## config.mk

```make
export PLATFORM = sky130hd
export DESIGN_NAME = via_port_irq_shift_peripheral
export DESIGN_NICKNAME = d
export VERILOG_FILES = /design/src/design/vpis_pkg.sv /design/src/design/vpis_core.sv /design/src/design/via_port_irq_shift_peripheral.sv
export SDC_FILE = /design/constraint.sdc
export NUM_CORES = 1
export LEC_CHECK = 0
export BUFFER_PORTS_ARGS = -buffer_cell sky130_fd_sc_hd__buf_4
export CAP_MARGIN = 15
export CORE_MARGIN = 2
export CORE_UTILIZATION = 39
export DETAILED_ROUTE_END_ITERATION = 7
export GPL_TIMING_DRIVEN = 0
export PLACE_DENSITY = 0.54
export SLEW_MARGIN = 20
export SYNTH_ARGS = -nofsm -noshare
export SYNTH_HDL_FRONTEND = slang
export SYNTH_HIERARCHICAL = 1
export SYNTH_SLANG_ARGS = --single-unit
export TNS_END_PERCENT = 100
```

## constraint.sdc

```tcl
create_clock -name clk -period 5.86 [get_ports clk]
set_clock_uncertainty 0.15 [all_clocks]
set_input_delay 0.586 -clock clk [delete_from_list [all_inputs] [get_ports clk]]
set_output_delay 0.586 -clock clk [all_outputs]
set_load 0.05 [all_outputs]
```

## src/design/vpis_pkg.sv

```systemverilog
package vpis_pkg;

	// Request codes
	localparam logic [2:0] FUNC_WRITE    = 3'd0;
	localparam logic [2:0] FUNC_READ     = 3'd1;
	localparam logic [2:0] FUNC_CA1      = 3'd2;
	localparam logic [2:0] FUNC_CA2      = 3'd3;
	localparam logic [2:0] FUNC_SHIFT_RX = 3'd4;

	// Register indexes
	localparam logic [3:0] REG_ORB       = 4'd0;
	localparam logic [3:0] REG_ORA       = 4'd1;
	localparam logic [3:0] REG_DDRB      = 4'd2;
	localparam logic [3:0] REG_DDRA      = 4'd3;
	localparam logic [3:0] REG_SR        = 4'd10;
	localparam logic [3:0] REG_ACR       = 4'd11;
	localparam logic [3:0] REG_IFR       = 4'd13;
	localparam logic [3:0] REG_IER       = 4'd14;
	localparam logic [3:0] REG_ORA_ALIAS = 4'd15;

	// Shift register modes, ACR bits 4..2
	localparam logic [7:0] SR_MODE_MASK = 8'h1c;
	localparam logic [7:0] SR_MODE_TX   = 8'h1c;
	localparam logic [7:0] SR_MODE_CLR  = 8'h18;
	localparam logic [7:0] SR_MODE_RX   = 8'h0c;

	// Flag bits
	localparam int FLAG_CA1 = 0;
	localparam int FLAG_CA2 = 1;
	localparam int FLAG_SR  = 2;

	localparam logic [7:0] ORA_RESET = 8'h10;

	typedef struct packed {
		logic [2:0] func;
		logic [3:0] reg_index;
		logic [7:0] data_in;
		logic [7:0] port_a_pins;
		logic [7:0] port_b_pins;
	} vpis_cmd_t;

	typedef struct packed {
		logic [7:0] read_data;
		logic       irq_out;
		logic       port_a_changed;
		logic [7:0] port_a_value;
		logic       port_b_changed;
		logic [7:0] port_b_value;
		logic       shift_tx_valid;
		logic [7:0] shift_tx_byte;
	} vpis_res_t;

endpackage

```

## src/design/vpis_core.sv

```systemverilog
module vpis_core (
	input  logic               clk,
	input  logic               arst_n,
	input  logic               fire,
	input  vpis_pkg::vpis_cmd_t cmd,
	output vpis_pkg::vpis_res_t res
);
	import vpis_pkg::*;

	logic [7:0] rf_q [16];
	logic [2:0] flags_q;
	logic [6:0] en_q;
	logic       tx_pend_q;
	logic [7:0] tx_byte_q;

	logic [2:0] flags_d;
	logic [6:0] en_d;
	logic       tx_pend_d;
	logic [7:0] tx_byte_d;
	logic       rf_we;
	logic [3:0] rf_wa;
	logic [7:0] rf_wd;
	logic [7:0] mode;
	logic [7:0] porta_mix;
	logic [7:0] portb_mix;
	logic [2:0] acked;
	logic       is_ora;

	assign mode      = rf_q[REG_ACR] & SR_MODE_MASK;
	assign porta_mix = (rf_q[REG_DDRA] & rf_q[REG_ORA]) | (~rf_q[REG_DDRA] & cmd.port_a_pins);
	assign portb_mix = (rf_q[REG_DDRB] & rf_q[REG_ORB]) | (~rf_q[REG_DDRB] & cmd.port_b_pins);
	assign acked     = flags_q & cmd.data_in[2:0];
	assign is_ora    = (cmd.reg_index == REG_ORA) || (cmd.reg_index == REG_ORA_ALIAS);

	// Next state and result for one request
	always_comb begin
		flags_d   = flags_q;
		en_d      = en_q;
		tx_pend_d = tx_pend_q;
		tx_byte_d = tx_byte_q;
		rf_we     = 1'b0;
		rf_wa     = cmd.reg_index;
		rf_wd     = cmd.data_in;
		res       = '0;
		case (cmd.func)
			FUNC_WRITE: begin
				rf_we = 1'b1;
				if (is_ora) begin
					rf_wa = REG_ORA;
					if (rf_q[REG_ORA] != cmd.data_in) begin
						res.port_a_changed = 1'b1;
						res.port_a_value   = cmd.data_in;
					end
				end else if (cmd.reg_index == REG_ORB) begin
					if (rf_q[REG_ORB] != cmd.data_in) begin
						res.port_b_changed = 1'b1;
						res.port_b_value   = cmd.data_in;
					end
				end else if (cmd.reg_index == REG_SR) begin
					// SR writes are never stored as-is
					rf_we = 1'b0;
					if (mode == SR_MODE_TX) begin
						tx_byte_d        = cmd.data_in;
						tx_pend_d        = 1'b1;
						flags_d[FLAG_SR] = 1'b1;
					end else if (mode == SR_MODE_CLR) begin
						rf_we = 1'b1;
						rf_wd = '0;
					end
				end else if (cmd.reg_index == REG_IER) begin
					if (cmd.data_in[7])
						en_d = en_q | cmd.data_in[6:0];
					else
						en_d = en_q & ~cmd.data_in[6:0];
				end else if (cmd.reg_index == REG_IFR) begin
					flags_d = flags_q & ~cmd.data_in[2:0];
					// acking SR releases a pending transmit byte
					if (acked[FLAG_SR] && tx_pend_q) begin
						res.shift_tx_valid = 1'b1;
						res.shift_tx_byte  = tx_byte_q;
						tx_pend_d          = 1'b0;
						tx_byte_d          = '0;
					end
				end
			end
			FUNC_READ: begin
				res.read_data = rf_q[cmd.reg_index];
				if (is_ora)
					res.read_data = porta_mix;
				else if (cmd.reg_index == REG_ORB)
					res.read_data = portb_mix;
				else if (cmd.reg_index == REG_SR)
					flags_d[FLAG_SR] = 1'b0;
				else if (cmd.reg_index == REG_IER)
					res.read_data = {1'b1, en_q};
				else if (cmd.reg_index == REG_IFR)
					res.read_data = {|(en_q[2:0] & flags_q), 4'b0, flags_q};
			end
			FUNC_CA1: flags_d[FLAG_CA1] = 1'b1;
			FUNC_CA2: flags_d[FLAG_CA2] = 1'b1;
			FUNC_SHIFT_RX: begin
				if (mode == SR_MODE_RX) begin
					rf_we            = 1'b1;
					rf_wa            = REG_SR;
					flags_d[FLAG_SR] = 1'b1;
				end
			end
			default: ;
		endcase
		res.irq_out = |(en_d[2:0] & flags_d);
	end

	// State update
	always_ff @(posedge clk or negedge arst_n) begin
		if (!arst_n) begin
			for (int i = 0; i < 16; i++)
				rf_q[4'(i)] <= (4'(i) == REG_ORA) ? ORA_RESET : 8'h00;
			flags_q       <= '0;
			en_q          <= '0;
			tx_pend_q     <= 1'b0;
			tx_byte_q     <= '0;
		end else if (fire) begin
			if (rf_we)
				rf_q[rf_wa] <= rf_wd;
			flags_q   <= flags_d;
			en_q      <= en_d;
			tx_pend_q <= tx_pend_d;
			tx_byte_q <= tx_byte_d;
		end
	end

endmodule

```

## src/design/via_port_irq_shift_peripheral.sv

```systemverilog
// Channel | Direction | Handshake           | Payload
// cmd     | in        | cmd_valid/cmd_stall | vpis_cmd_t: func, reg_index, data, pins
// res     | out       | res_valid/res_stall | vpis_res_t: read data, irq, port and tx events
//
// A request accepted into the input register moves on into the result register
// once that register is empty or its result is not stalled, and is then valid there.
// A new request can be taken every cycle unless cmd_stall is high; state updates as a request moves
// into the result register. Reset clears the register file (ORA to 0x10),
// flags, enables and the pending transmit byte. A stalled result holds and
// backs up the input register, and cmd_stall rises only when both are full.
module via_port_irq_shift_peripheral (
	input  logic                clk,
	input  logic                arst_n,
	input  logic                cmd_valid,
	output logic                cmd_stall,
	input  vpis_pkg::vpis_cmd_t cmd,
	output logic                res_valid,
	input  logic                res_stall,
	output vpis_pkg::vpis_res_t res
);
	import vpis_pkg::*;

	vpis_cmd_t cmd_s1;
	logic      vld_s1;
	vpis_res_t res_q;
	logic      res_valid_q;
	vpis_res_t res_next;
	logic      advance;
	logic      accept;

	assign advance   = vld_s1 && (!res_valid_q || !res_stall);
	assign cmd_stall = vld_s1 && res_valid_q && res_stall;
	assign accept    = cmd_valid && !cmd_stall;
	assign res_valid = res_valid_q;
	assign res       = res_q;

	vpis_core u_core (
		.clk    (clk),
		.arst_n (arst_n),
		.fire   (advance),
		.cmd    (cmd_s1),
		.res    (res_next)
	);

	// Input register
	always_ff @(posedge clk or negedge arst_n) begin
		if (!arst_n) begin
			vld_s1 <= 1'b0;
		end else begin
			vld_s1 <= accept || (vld_s1 && !advance);
		end
	end

	always_ff @(posedge clk) begin
		if (accept)
			cmd_s1 <= cmd;
	end

	// Result register
	always_ff @(posedge clk or negedge arst_n) begin
		if (!arst_n) begin
			res_valid_q <= 1'b0;
		end else if (advance) begin
			res_valid_q <= 1'b1;
		end else if (!res_stall) begin
			res_valid_q <= 1'b0;
		end
	end

	always_ff @(posedge clk) begin
		if (advance)
			res_q <= res_next;
	end

endmodule
```

==> impl_summary.log <==
INFO  metric simple_gate_area_share_of_the_yosys_netlist = approximately 10%
INFO  metric tritoncts = yes
INFO  metric power.static_leakage = 4.280 nW
INFO  metric start_util = 39.74%
INFO  metric postRouteWirelength = around 25 mm
INFO  metric r2r-start = res_valid
INFO  metric n_antenna_cell = 0
INFO  metric number_of_global_route_vias_before_repair = 6021
INFO  metric grt_pass1_wl = around 37 mm
INFO  metric maximum_level_of_the_cts_h_tree = 1
INFO  metric globalRoute.totalOverflow = 0
INFO  metric ioPinCount = 73
INFO  metric final_min_period_over_clock_period = 65.23%
INFO  metric clk_pin_slew_worst_paths = roughly 60 ps
INFO  metric row_count = 55
INFO  metric hold_vio_cnt_final = 10
INFO  metric synth_cells = between 600 and 700
INFO  metric critical_path.reg2reg.endpoint = u_core/rf_q[90]
INFO  metric power_frac_comb = 11.9%
INFO  metric yosysWarnings = 6
INFO  metric yosys-top-cells-area = sky130_fd_sc_hd__edfxtp_1 (39%), sky130_fd_sc_hd__dfrtp_1 (23%), sky130_fd_sc_hd__mux2_2 (5.7%)
INFO  metric max_slew.worst_pin.slew = between 900 and 1000 ps
INFO  metric post_route_hold_slack = -48.22 ps
INFO  metric synth-compound-area-share = about 9%
INFO  metric nNetsFinal = around 800
INFO  metric die_width = roughly 160 um
INFO  metric worst-setup-path-type = flop to flop
INFO  metric max_cap_viol_count = 0
INFO  metric buffer_ports.inserted = 72
INFO  metric synth_top_cell_by_area = sky130_fd_sc_hd__edfxtp_1
INFO  metric worst_ir_drop_vdd = 191.5 uV
INFO  metric share_of_the_synthesized_area_in_the_top_cell_type = 38.93%
INFO  metric synthesized_area_per_cell = between 10 and 15 um^2
INFO  metric path_cells = a21boi_4 > buf_8 > clkbuf_2 > nor4b_4 > o211ai_2 > a2111oi_4 > mux2_2
INFO  metric worstHoldPathType = input pin to asynchronous set/reset pin
INFO  metric crit_family = compound AO/OA/AOI/OAI gates
INFO  metric placeableCoreArea = 0.02271 mm^2
INFO  metric cts_max_path_buffers = 3
INFO  metric internal_power = 2.573 mW
INFO  metric detailedRoute.firstPassIterationCount = 5
INFO  metric worst-endpoint-arrival = roughly 4100 ps
INFO  metric synth_seq_cells = 202
INFO  metric max_freq = approximately 260 MHz
INFO  metric worst-path-buf-inv = 2
INFO  metric worst_path_max_delay_cell = sky130_fd_sc_hd__a2111oi_4
INFO  metric synth-async-reset-ratio = approximately 42%
INFO  metric design.die.area = approximately 0.024 mm^2
INFO  metric synth_seq_area_share = a little over three fifths
INFO  metric post-cts-setup-buffers = 0
INFO  metric antenna_found_initial = 0
INFO  metric switching_share = around a quarter
INFO  metric p_per_area = between 300 and 400 mW/mm^2
INFO  metric numClockSinks = between 200 and 250
INFO  metric detailroute.via_count = 5962
INFO  metric finish.cell_count_without_fillers = ~1100
INFO  metric critical_path.startpoint_type = flop
INFO  metric via_to_cell_ratio = between 5 and 6
INFO  metric routabilityCongestion = ~0.90
INFO  metric slew_headroom = about two fifths
INFO  metric worst-r2r-cell-count = 7
INFO  metric dominant_combinational_cell_family_by_area_after_synthesis = multiplexers
INFO  metric net-switching-power = ~0.88 mW
INFO  metric synth.distinct_cells = between 60 and 70
INFO  metric fin_crit = between 3000 and 4000 ps
INFO  metric setup_viol = 0
INFO  metric synthAdderAreaFrac = 0%
INFO  metric status = finished with violations
INFO  metric layout_cells_sized_above_1 = a little over a quarter
INFO  metric power.share.sequential = 48.1%
INFO  metric slowest_delay = 850 ps
INFO  metric detail_route.drc_violations = 0
INFO  metric drt_iter0_drc = 420
INFO  metric failed_checks = negative hold slack
INFO  metric end_kind = flop
INFO  metric die_y = ~160 um
INFO  metric cts-buffers-inserted = 23
INFO  metric worst-endpoint-required = between 6000 and 7000 ps
INFO  metric post_synth_xor_area_fraction = under 10%
INFO  metric clockRootBuffer = sky130_fd_sc_hd__clkbuf_16
INFO  metric post_cts_resized = 0
INFO  metric placed_cells_incl_taps = ~1000
INFO  metric grt_use_total = roughly a fifth
INFO  metric synth_flop_cell = sky130_fd_sc_hd__edfxtp_1
INFO  metric routedWlPerCell = between 20 and 25 um
INFO  metric dp_hpwl = between 15 and 20 mm
INFO  metric maximum_number_of_pins_on_one_net_before_global_route_repair = roughly 90
INFO  metric timing.critical_path.fanout_max = 12
INFO  metric post_synth_instance_area = 0.009025 mm^2
INFO  metric synthToLayoutAreaGrowth = 19.06%
INFO  metric post_cts_hold_buffer_count = 0
INFO  metric drt.antenna.violating_nets = 0
INFO  metric synth_mux_area_share = ~14%
INFO  metric clock_latency_of_the_later_clocked_register_in_the_worst_skew_pair = between 500 and 600 ps
INFO  metric count_of_flip_flops_with_a_built_in_enable_after_synthesis = around 120
INFO  metric timing.final.max_slew_violations = 0
INFO  metric rsz0062_at_grt = no
INFO  metric power_frac_clock = approximately 40%
INFO  metric timing.reg2reg.setup_slack = roughly 2000 ps
INFO  metric fin_total_pwr = approximately 3.5 mW
synth_stat cells (all sizes together), types with 8 or more instances:
master / count
nor2b: 11
o21ai: 36
nor2: 14
nor3: 13
clkbuf: 22
buf: 17
a211oi: 8
a21oi: 17
edfxtp: 117
xor2: 16
mux4: 23
nand2b: 11
nand2: 63
and2: 19
mux2: 46
inv: 23
mux2i: 24
dfrtp: 84
per-layer routing:
layer	vias up	part of all wire (%)	track usage, %
met2	205	47	33.33
met5	-	0	0
li1	2666	-	-
met1	3045	43	28.95
met4	0	2.9	6.466
met3	46	7.1	4.111
how the worst max path moves through the flow:
| stage | from | endpoint | slack (ps) | depth (start not counted) |
|---|---|---|---|---|
| 2_1_floorplan | res_valid | u_core/rf_q[88] | 210 | 6 |
| 3_3_place_gp | res_stall | u_core/rf_q[25] | -2250 | 7 |
| 3_5_place_dp | res_stall | u_core/rf_q[26] | 1730 | 8 |
| 4_1_cts | res_valid | u_core/rf_q[29] | 1970 | 7 |
| 5_1_grt | res_valid | u_core/rf_q[29] | 1830 | 7 |
| 6_report | res_valid | u_core/rf_q[90] | 2040 | 7 |
area by class of cell:
| cell class | instances | area [um^2] |
|---|---|---|
| clock inverters | 17 | 132.6 |
| flip-flops and latches | 202 | 5642 |
| well taps | 285 | 356.6 |
| inverters | 23 | 86.33 |
| plain buffers | 39 | 172.7 |
| multi-input cells | 396 | 3148 |
| repair buffers | 75 | 614.3 |
| fillers | 2040 | 11960 |
| clock buffers | 25 | 593.1 |
sequential cells by signal, indices dropped and copies added (netlist names), named ones only:
name,count
u_core/rf_q,111
res,36
cmd_s1,31
u_core/tx_byte_q,8
u_core/en_q,3
u_core/flags_q,3
u_core/mode,3
res_valid,1
u_core/tx_pend_q,1
vld_s1,1
power groups by stage:
| stage | logic, mW | registers, mW | clock network [mW] |
|---|---|---|---|
| after floorplan | 0.202 | 1.73 | 0 |
| after global placement | 0.395 | 1.69 | 0 |
| after detailed placement | 0.411 | 1.69 | 0 |
| after CTS | 0.412 | 1.66 | 1.41 |
| after global routing | 0.438 | 1.67 | 1.47 |
| final | 0.411 | 1.66 | 1.38 |
kinds of logic after synthesis:
kind of cell / Yosys count
flops: 202
xor+xnor: 16
buf+inv: 62
simple gates: 169
other cells: 1
mux: 93
compound gates: 114
placed cells by master, fill, tap and decap left out, types with 5 or more instances in the layout:
master,n
sky130_fd_sc_hd__edfxtp_1,117
sky130_fd_sc_hd__dfrtp_1,84
sky130_fd_sc_hd__buf_4,74
sky130_fd_sc_hd__nand2_1,63
sky130_fd_sc_hd__mux2_2,46
sky130_fd_sc_hd__o21ai_0,36
sky130_fd_sc_hd__mux2i_1,24
sky130_fd_sc_hd__inv_1,23
sky130_fd_sc_hd__clkbuf_16,23
sky130_fd_sc_hd__mux4_2,23
sky130_fd_sc_hd__clkbuf_1,22
sky130_fd_sc_hd__and2_1,18
sky130_fd_sc_hd__a21oi_1,16
sky130_fd_sc_hd__xor2_1,16
sky130_fd_sc_hd__nor2_1,14
sky130_fd_sc_hd__nor3_1,12
sky130_fd_sc_hd__nand2b_1,11
sky130_fd_sc_hd__buf_2,11
sky130_fd_sc_hd__nor2b_1,11
sky130_fd_sc_hd__a211oi_1,8
sky130_fd_sc_hd__clkinv_1,7
sky130_fd_sc_hd__o21a_1,7
sky130_fd_sc_hd__a22oi_1,7
sky130_fd_sc_hd__clkinv_2,6
sky130_fd_sc_hd__nand3_1,6
sky130_fd_sc_hd__and3_1,5
sky130_fd_sc_hd__nand4_1,5
metrics by stage:
| step | setup TNS, ps | setup WS [ps] | instance area, um^2 | utilization [%] |
|---|---|---|---|---|
| floorplan | 0 | 207.8 | 9036 | - |
| global placement | -204080 | -2247 | 9933 | 43.74 |
| detailed placement | 0 | 1726 | 10020 | 44.12 |
| CTS | 0 | 1967 | 10750 | 47.32 |
| global route | 0 | 1830 | 10750 | 47.32 |
| finish | 0 | 2038 | 10750 | 47.32 |
Note: power is estimated with default switching activity, not from simulation.
